File: config.mk
export PLATFORM = sky130hd
export DESIGN_NAME = dual_mode_counter_seven_segment_top
export DESIGN_NICKNAME = d
export VERILOG_FILES = /design/src/rtl/dmcss_pkg.sv /design/src/rtl/dmcss_core.sv /design/src/rtl/dual_mode_counter_seven_segment_top.sv
export SDC_FILE = /design/constraint.sdc
export NUM_CORES = 1
export LEC_CHECK = 0
export ABC_AREA = 0
export BUFFER_PORTS_ARGS = -buffer_cell sky130_fd_sc_hd__clkbuf_2
export CORE_ASPECT_RATIO = 0.9
export CORE_MARGIN = 2
export CORE_UTILIZATION = 45
export CTS_CLUSTER_DIAMETER = 200
export DETAILED_ROUTE_END_ITERATION = 8
export GPL_ROUTABILITY_DRIVEN = 0
export PLACE_DENSITY_LB_ADDON = 0.05
export SYNTH_ARGS = -nofsm -noshare
export SYNTH_HDL_FRONTEND = slang
export SYNTH_SLANG_ARGS = --single-unit
File: constraint.sdc
create_clock -name clk -period 7.5 [get_ports clk]
set_input_delay 0.75 -clock clk [delete_from_list [all_inputs] [get_ports clk]]
set_output_delay 0.75 -clock clk [all_outputs]
set_load 0.05 [all_outputs]
File: src/rtl/dmcss_pkg.sv
// ----------------------------------------------------------------------------
// dmcss_pkg
// Shared types, constants and table functions of the dual mode counter.
// ----------------------------------------------------------------------------
package dmcss_pkg;

  localparam int unsigned ValueW  = 7;
  localparam int unsigned LightW  = 10;
  localparam int unsigned SegW    = 7;
  localparam int unsigned EventW  = 2;
  localparam int unsigned DigitW  = 4;

  localparam logic [LightW-1:0] THRESHOLD_RESET = 10'd500;
  localparam logic [ValueW-1:0] DECIMAL_MAX     = 7'd99;
  localparam logic [ValueW-1:0] PRIME_TOP       = 7'd97;
  localparam logic [ValueW-1:0] MOTOR_COUNT     = 7'd5;

  localparam logic [EventW-1:0] EV_NONE  = 2'd0;
  localparam logic [EventW-1:0] EV_UP    = 2'd1;
  localparam logic [EventW-1:0] EV_DOWN  = 2'd2;
  localparam logic [EventW-1:0] EV_CLEAR = 2'd3;

  localparam int unsigned PrimeTotal = 25;

  localparam logic [ValueW-1:0] PRIME_TABLE [PrimeTotal] = '{
    7'd2,  7'd3,  7'd5,  7'd7,  7'd11, 7'd13, 7'd17, 7'd19, 7'd23,
    7'd29, 7'd31, 7'd37, 7'd41, 7'd43, 7'd47, 7'd53, 7'd59, 7'd61,
    7'd67, 7'd71, 7'd73, 7'd79, 7'd83, 7'd89, 7'd97
  };

  localparam logic [SegW-1:0] SEG_TABLE [10] = '{
    7'h7E, 7'h30, 7'h6D, 7'h79, 7'h33, 7'h5B, 7'h5F, 7'h70, 7'h7F, 7'h7B
  };

  typedef struct packed {
    logic              up_button_n;
    logic              down_button_n;
    logic              clear_button_n;
    logic              prime_mode;
    logic [LightW-1:0] light_level;
  } sample_t;

  typedef struct packed {
    logic [EventW-1:0] key_event;
    logic              enabled;
    logic [ValueW-1:0] shown_value;
    logic              motor_on;
  } result_t;

  // smallest prime above c, 0 past the table
  function automatic logic [ValueW-1:0] next_prime(input logic [ValueW-1:0] c);
    logic [ValueW-1:0] r;
    r = '0;
    for (int i = PrimeTotal - 1; i >= 0; i--) begin
      if (PRIME_TABLE[i] > c) begin
        r = PRIME_TABLE[i];
      end
    end
    return r;
  endfunction

  // largest prime below c, 97 below the table or above the top
  function automatic logic [ValueW-1:0] prev_prime(input logic [ValueW-1:0] c);
    logic [ValueW-1:0] r;
    r = PRIME_TOP;
    for (int i = 0; i < PrimeTotal; i++) begin
      if (PRIME_TABLE[i] < c) begin
        r = PRIME_TABLE[i];
      end
    end
    if (c > PRIME_TOP) begin
      r = PRIME_TOP;
    end
    return r;
  endfunction

  function automatic logic [SegW-1:0] seg_of(input logic [DigitW-1:0] d);
    logic [SegW-1:0] r;
    r = '0;
    if (d < DigitW'(10)) begin
      r = SEG_TABLE[d];
    end
    return r;
  endfunction

endpackage

File: src/rtl/dmcss_core.sv
// ----------------------------------------------------------------------------
// dmcss_core
// Button edge detection, enable compare and the decimal and prime counters.
// ----------------------------------------------------------------------------
module dmcss_core (
  input  logic                              clk,
  input  logic                              rst,
  input  logic                              advance,
  input  dmcss_pkg::sample_t                sample,
  input  logic [dmcss_pkg::LightW-1:0]      light_threshold,
  output dmcss_pkg::result_t                res
);

  logic                             up_armed, down_armed, clear_armed;
  logic                             up_armed_next, down_armed_next, clear_armed_next;
  logic [dmcss_pkg::ValueW-1:0]     decimal_count, prime_count, display_value;
  logic [dmcss_pkg::ValueW-1:0]     decimal_count_next, prime_count_next;
  logic [dmcss_pkg::ValueW-1:0]     display_value_next;
  logic                             up_pre, down_pre, clear_pre;
  logic                             fire_up, fire_down, fire_clear;
  logic [dmcss_pkg::EventW-1:0]     key_event;
  logic                             enabled;
  logic [dmcss_pkg::ValueW-1:0]     decimal_step, prime_step;

  always_comb begin
    up_pre    = up_armed | sample.up_button_n;
    down_pre  = down_armed | sample.down_button_n;
    clear_pre = clear_armed | sample.clear_button_n;

    fire_up    = !sample.up_button_n && up_pre;
    fire_down  = !fire_up && !sample.down_button_n && down_pre;
    fire_clear = !fire_up && !fire_down && !sample.clear_button_n && clear_pre;

    up_armed_next    = up_pre & ~fire_up;
    down_armed_next  = down_pre & ~fire_down;
    clear_armed_next = clear_pre & ~fire_clear;

    if (fire_up) begin
      key_event = dmcss_pkg::EV_UP;
    end else if (fire_down) begin
      key_event = dmcss_pkg::EV_DOWN;
    end else if (fire_clear) begin
      key_event = dmcss_pkg::EV_CLEAR;
    end else begin
      key_event = dmcss_pkg::EV_NONE;
    end

    enabled = sample.light_level >= light_threshold;

    case (key_event)
      dmcss_pkg::EV_UP: begin
        decimal_step = (decimal_count >= dmcss_pkg::DECIMAL_MAX) ? '0 :
                       decimal_count + 7'd1;
        prime_step   = dmcss_pkg::next_prime(prime_count);
      end
      dmcss_pkg::EV_DOWN: begin
        decimal_step = (decimal_count == '0) ? dmcss_pkg::DECIMAL_MAX :
                       decimal_count - 7'd1;
        prime_step   = dmcss_pkg::prev_prime(prime_count);
      end
      dmcss_pkg::EV_CLEAR: begin
        decimal_step = '0;
        prime_step   = '0;
      end
      default: begin
        decimal_step = decimal_count;
        prime_step   = prime_count;
      end
    endcase

    decimal_count_next = decimal_count;
    prime_count_next   = prime_count;
    display_value_next = display_value;
    if (enabled) begin
      if (sample.prime_mode) begin
        prime_count_next   = prime_step;
        display_value_next = prime_step;
      end else begin
        decimal_count_next = decimal_step;
        display_value_next = decimal_step;
      end
    end

    res.key_event   = key_event;
    res.enabled     = enabled;
    res.shown_value = display_value_next;
    res.motor_on    = decimal_count_next == dmcss_pkg::MOTOR_COUNT;
  end

  always_ff @(posedge clk) begin
    if (rst) begin
      up_armed      <= 1'b1;
      down_armed    <= 1'b1;
      clear_armed   <= 1'b1;
      decimal_count <= '0;
      prime_count   <= '0;
      display_value <= '0;
    end else if (advance) begin
      up_armed      <= up_armed_next;
      down_armed    <= down_armed_next;
      clear_armed   <= clear_armed_next;
      decimal_count <= decimal_count_next;
      prime_count   <= prime_count_next;
      display_value <= display_value_next;
    end
  end

endmodule

File: src/rtl/dual_mode_counter_seven_segment_top.sv
// ----------------------------------------------------------------------------
// dual_mode_counter_seven_segment_top
// Two digit up/down counter, decimal or prime, with seven segment outputs.
// ----------------------------------------------------------------------------
// Usage
//   Input channel in_valid/in_ready carries one sample per item: three
//   active-low button levels, the mode switch and the light level.
//   Output channel out_valid/out_ready returns one result item per sample:
//   key event, enable flag, shown value, both digit patterns, motor flag.
//   cfg_wr_en/cfg_wr_data write the light threshold, taken on the same edge.
//   An accepted item is registered in the sample stage and its result is
//   loaded into the output register when that is free, visible after it.
//   Without output stalls one item per cycle is sustained; the counter
//   update is a single pass of logic between the sample and output registers.
//   Reset arms all buttons, clears both counters and the shown value, sets
//   the threshold to 500 and empties both stages.
//   When out_ready is low the result is held; the sample stage still takes
//   one more item, then in_ready drops until the output is taken.
// ----------------------------------------------------------------------------
module dual_mode_counter_seven_segment_top (
  input  logic                               clk,
  input  logic                               rst,
  input  logic                               cfg_wr_en,
  input  logic [dmcss_pkg::LightW-1:0]       cfg_wr_data,
  input  logic                               in_valid,
  output logic                               in_ready,
  input  logic                               up_button_n,
  input  logic                               down_button_n,
  input  logic                               clear_button_n,
  input  logic                               prime_mode,
  input  logic [dmcss_pkg::LightW-1:0]       light_level,
  output logic                               out_valid,
  input  logic                               out_ready,
  output logic [dmcss_pkg::EventW-1:0]       key_event,
  output logic                               enabled,
  output logic [dmcss_pkg::ValueW-1:0]       shown_value,
  output logic [dmcss_pkg::SegW-1:0]         tens_segments,
  output logic [dmcss_pkg::SegW-1:0]         units_segments,
  output logic                               motor_on
);

  logic [dmcss_pkg::LightW-1:0] light_threshold;
  logic                         s1_valid;
  dmcss_pkg::sample_t           s1_sample;
  logic                         out_load;
  dmcss_pkg::result_t           res;
  logic [14:0]                  tens_prod;
  logic [dmcss_pkg::DigitW-1:0] tens_digit, units_digit;
  logic [dmcss_pkg::ValueW-1:0] tens_times_ten;

  assign out_load = !out_valid || out_ready;
  assign in_ready = !s1_valid || out_load;

  always_ff @(posedge clk) begin
    if (rst) begin
      light_threshold <= dmcss_pkg::THRESHOLD_RESET;
    end else if (cfg_wr_en) begin
      light_threshold <= cfg_wr_data;
    end
  end

  always_ff @(posedge clk) begin
    if (rst) begin
      s1_valid <= 1'b0;
    end else if (in_ready) begin
      s1_valid <= in_valid;
    end
  end

  always_ff @(posedge clk) begin
    if (in_ready && in_valid) begin
      s1_sample.up_button_n    <= up_button_n;
      s1_sample.down_button_n  <= down_button_n;
      s1_sample.clear_button_n <= clear_button_n;
      s1_sample.prime_mode     <= prime_mode;
      s1_sample.light_level    <= light_level;
    end
  end

  dmcss_core u_core (
    .clk             (clk),
    .rst             (rst),
    .advance         (s1_valid && out_load),
    .sample          (s1_sample),
    .light_threshold (light_threshold),
    .res             (res)
  );

  // tens by reciprocal multiply, exact for every 7-bit shown value
  always_comb begin
    tens_prod      = 15'({8'd0, res.shown_value} * 15'd205);
    tens_digit     = tens_prod[14:11];
    tens_times_ten = 7'({3'd0, tens_digit} * 7'd10);
    units_digit    = 4'(res.shown_value - tens_times_ten);
  end

  always_ff @(posedge clk) begin
    if (rst) begin
      out_valid <= 1'b0;
    end else if (out_load) begin
      out_valid <= s1_valid;
    end
  end

  always_ff @(posedge clk) begin
    if (out_load && s1_valid) begin
      key_event      <= res.key_event;
      enabled        <= res.enabled;
      shown_value    <= res.shown_value;
      motor_on       <= res.motor_on;
      tens_segments  <= dmcss_pkg::seg_of(tens_digit);
      units_segments <= dmcss_pkg::seg_of(units_digit);
    end
  end

endmodule

==> results.yml <==
logic_synthesis:
  synth_seq_cells: 75
  yosysWarnings: 0
  synth_nets: 726
  postSynthAreaPerCell_sq_um: 9.01
  synthesis.area_sq_um: 5670
  syn-instance-count: 629
  synth_cell_types: 83
  synth-seq-area-share_pct: 33.4
  synthFlopType: "edfxtp_1"
  synth-edff-count: 39
  synthArstFlopShare_pct: 0
die:
  row_count: 38
  die_w_um: 122
  start_util_pct: 46.5
  die_area_sq_um: 13500
  pin_count: 56
  die_y_um: 110
  core_sq_um: 12200
placed_design:
  numPortBuffers: 55
  placed_cell_area_sq_um: 6220
  dp_cells: 843
  dp_worst_setup_slack_ps: -15.6
  place_hpwl_um: 10700
global_route:
  grtUsageMet1_pct: 31.3
  overflow: 0
  grt_antenna_before_repair: 0
  grt.busiest_layer: "met2"
  grt_usage_pct: 21.5
  met3_usage_pct: 5.89
  grt_pass1_vias: 4688
  grt_pass1_wl_um: 23200
  gr-usage-met2_pct: 31.6
  grt_start_max_net_pins: 44
cells_and_area:
  drive_above_1_share_pct: 21.4
  final_cell_mix: "nor2_1 (70), ha_1 (59), clkbuf_2 (55)"
  area_growth_syn_to_layout_pct: 17.2
  final_common_cell: "nor2_1"
  utilization_pct: 54.5
  design_area_sq_um: 6640
  finalNonFillerCells: 862
  fill_cells: 1139
  nets: 794
  n_antenna_cell: 0
critical_path:
  cp-startpoint: "u_core.prime_count[1]"
  path_class: "register to register"
  end_kind: "register"
  cp_top_family: "compound AO/OA/AOI/OAI gates"
  worstPathMaxFanout: 19
  worst_path_max_delay_cell: "a2111oi_0"
  cp.arrival_ps: 7260
  cpMostUsedCell: "a21o_1"
  cp_num_buf_inv: 4
  slowest_delay_ps: 500
  timing.rr.start: "u_core.prime_count[1]"
  required_ps: 7610
  crit_path_start_kind: "register"
timing:
  drv_slew: 0
  worst_pin_slew_ps: 826
  fin_tns_setup_ps: 0
  min_period_ps: 7150
  setup_ws_ps: 349
  setup_viol: 0
  slew_headroom_pct: 44.5
  max_freq_ghz: 0.140
  rsz0062_at_grt: "no"
  finalCritPeriodShare_pct: 95.3
  fin_skew_ps: 7.39
  hold_violations: 0
clock_tree:
  cts_buffer_depth: 2
  root_buffer: "clkbuf_16"
  cts_sinks: 75
  cts_tree: "yes"
  cts_buffers: 9
  htree_levels: 3
  cts-hold-fix-buffers: 0
  clk_latency_ps: 350
  clk_pin_slew_worst_paths_ps: 70
min_path:
  hold_class: "register to register"
  hp-start: "u_core.display_value[5]"
routing:
  remaining_drc_errors: 0
  wl_per_cell_um: 16.7
  routed_via_density: 5.76
  routed_wirelength_um: 14400
  drtAntennaViolNets: 0
  vias: 4962
  drtIter0Drc: 428
  drt_first_pass_iters: 5
power_and_ir_drop:
  leakagePower_nw: 2.94
  ir_drop_mv: 0.205
  power_density_nw_per_um2: 248
job:
  maxCapViolations: 0
run_status:
  status: "finished, final reports clean"
-- through the flow --
stage	hold slack [ps]	total power [W]
final	461	0.00165
after CTS	461	0.00165
after global placement	443	0.00116
after global routing	499	0.00175
after detailed placement	452	0.00118
after floorplan	437	0.00102
-- synthesized netlist by cell type, types with 3 or more instances --
master     instances  share of area [%]
and3_1             4               0.44
nor3_1             9               0.79
buf_1              4               0.26
dfxtp_1           36                 13
o32ai_1            3               0.46
mux2i_1           12                2.1
ha_1              59                 13
o211ai_1          12                1.6
nand4_1            5               0.55
xnor2_1            6               0.93
or3_1              4               0.44
nand3_1           13                1.1
buf_6              5               0.99
nor4_1             3               0.33
edfxtp_1          39                 21
buf_4              9                1.2
clkbuf_1          13               0.86
nor2b_1            6               0.66
buf_2              8               0.71
fa_1               9                3.2
nor4b_1            3               0.46
a2111oi_0          4               0.62
a22oi_1            3               0.40
a211oi_1          17                2.3
o22ai_1            5               0.55
inv_1             47                3.1
o21ai_1            3               0.26
a221oi_1           6               0.93
nor2_1            70                4.6
o21ai_0           33                2.9
and2_1             4               0.44
a31oi_1            7               0.77
nand2b_1           9               0.99
o31ai_1            3               0.40
a21oi_1           40                3.5
a21o_1            11                1.5
nand2_1           50                3.3
-- cell families (layout without fill, tap and decap cells) --
group	after synthesis	count (layout)	synth area share (%)
simple gates	197	197	16.8
compound gates	179	179	22.1
buf+inv	87	160	7.20
flops	75	75	33.4
fa+ha+maj	70	70	16.6
mux	12	12	2.12
xor+xnor	9	9	1.79
-- cell type report --
type                            count  area, sq um  share of cell area [%]
Timing Repair Buffer               96          608                    9.16
Multi-Input combinational cell    467         3440                    51.8
Inverter                           48          180                    2.71
Clock inverter                      6         63.8                   0.961
Tap cell                          160          200                    3.02
Clock buffer                       10          250                    3.77
Sequential cell                    75         1900                    28.6
-- metal layers --
layer  wire length, um  vias up
li1                  -     2440
met1              7080     2330
met2              6200      176
met3               924       16
met4               200        0
met5                 0        -
-- sequential cells by signal (all words and copies together) (netlist names) --
signal and flops:
enabled 1, key_event 2, light_threshold 10, motor_on 1
out_valid 1, s1_sample 14, s1_valid 1, shown_value 7
tens_segments 7, u_core.clear_armed 1, u_core.decimal_count 7, u_core.display_value 7
u_core.down_armed 1, u_core.prime_count 7, u_core.up_armed 1, units_segments 7
-- repair_timing --
item,CTS,global route
endpoints found under the setup margin,4,7
pin swaps,0,4
setup buffers,0,3
resized for setup,2,21
-- worst paths after layout --
path / depth (start not counted) / end / slack [ps]
max: 29 / units_segments[4] / 350
min: 2 / u_core.display_value[5] / 460
max reg2reg: 29 / units_segments[4] / 350
min reg2reg: 2 / u_core.display_value[5] / 460
-- power by group --
part / internal [W] / leakage, nW / total (W) / switching [W]
clock network: 0.000254 / 0.151 / 0.000454 / 0.000200
registers: 0.000497 / 0.666 / 0.000517 / 0.0000200
logic: 0.000263 / 2.12 / 0.000675 / 0.000412
-- tightest hold or removal path: stages, from the launching register on --
cell	delay, ps
dfxtp_1	310
nand2_1	50
a21oi_1	50
No activity file was read; power rests on OpenSTA's default activity.
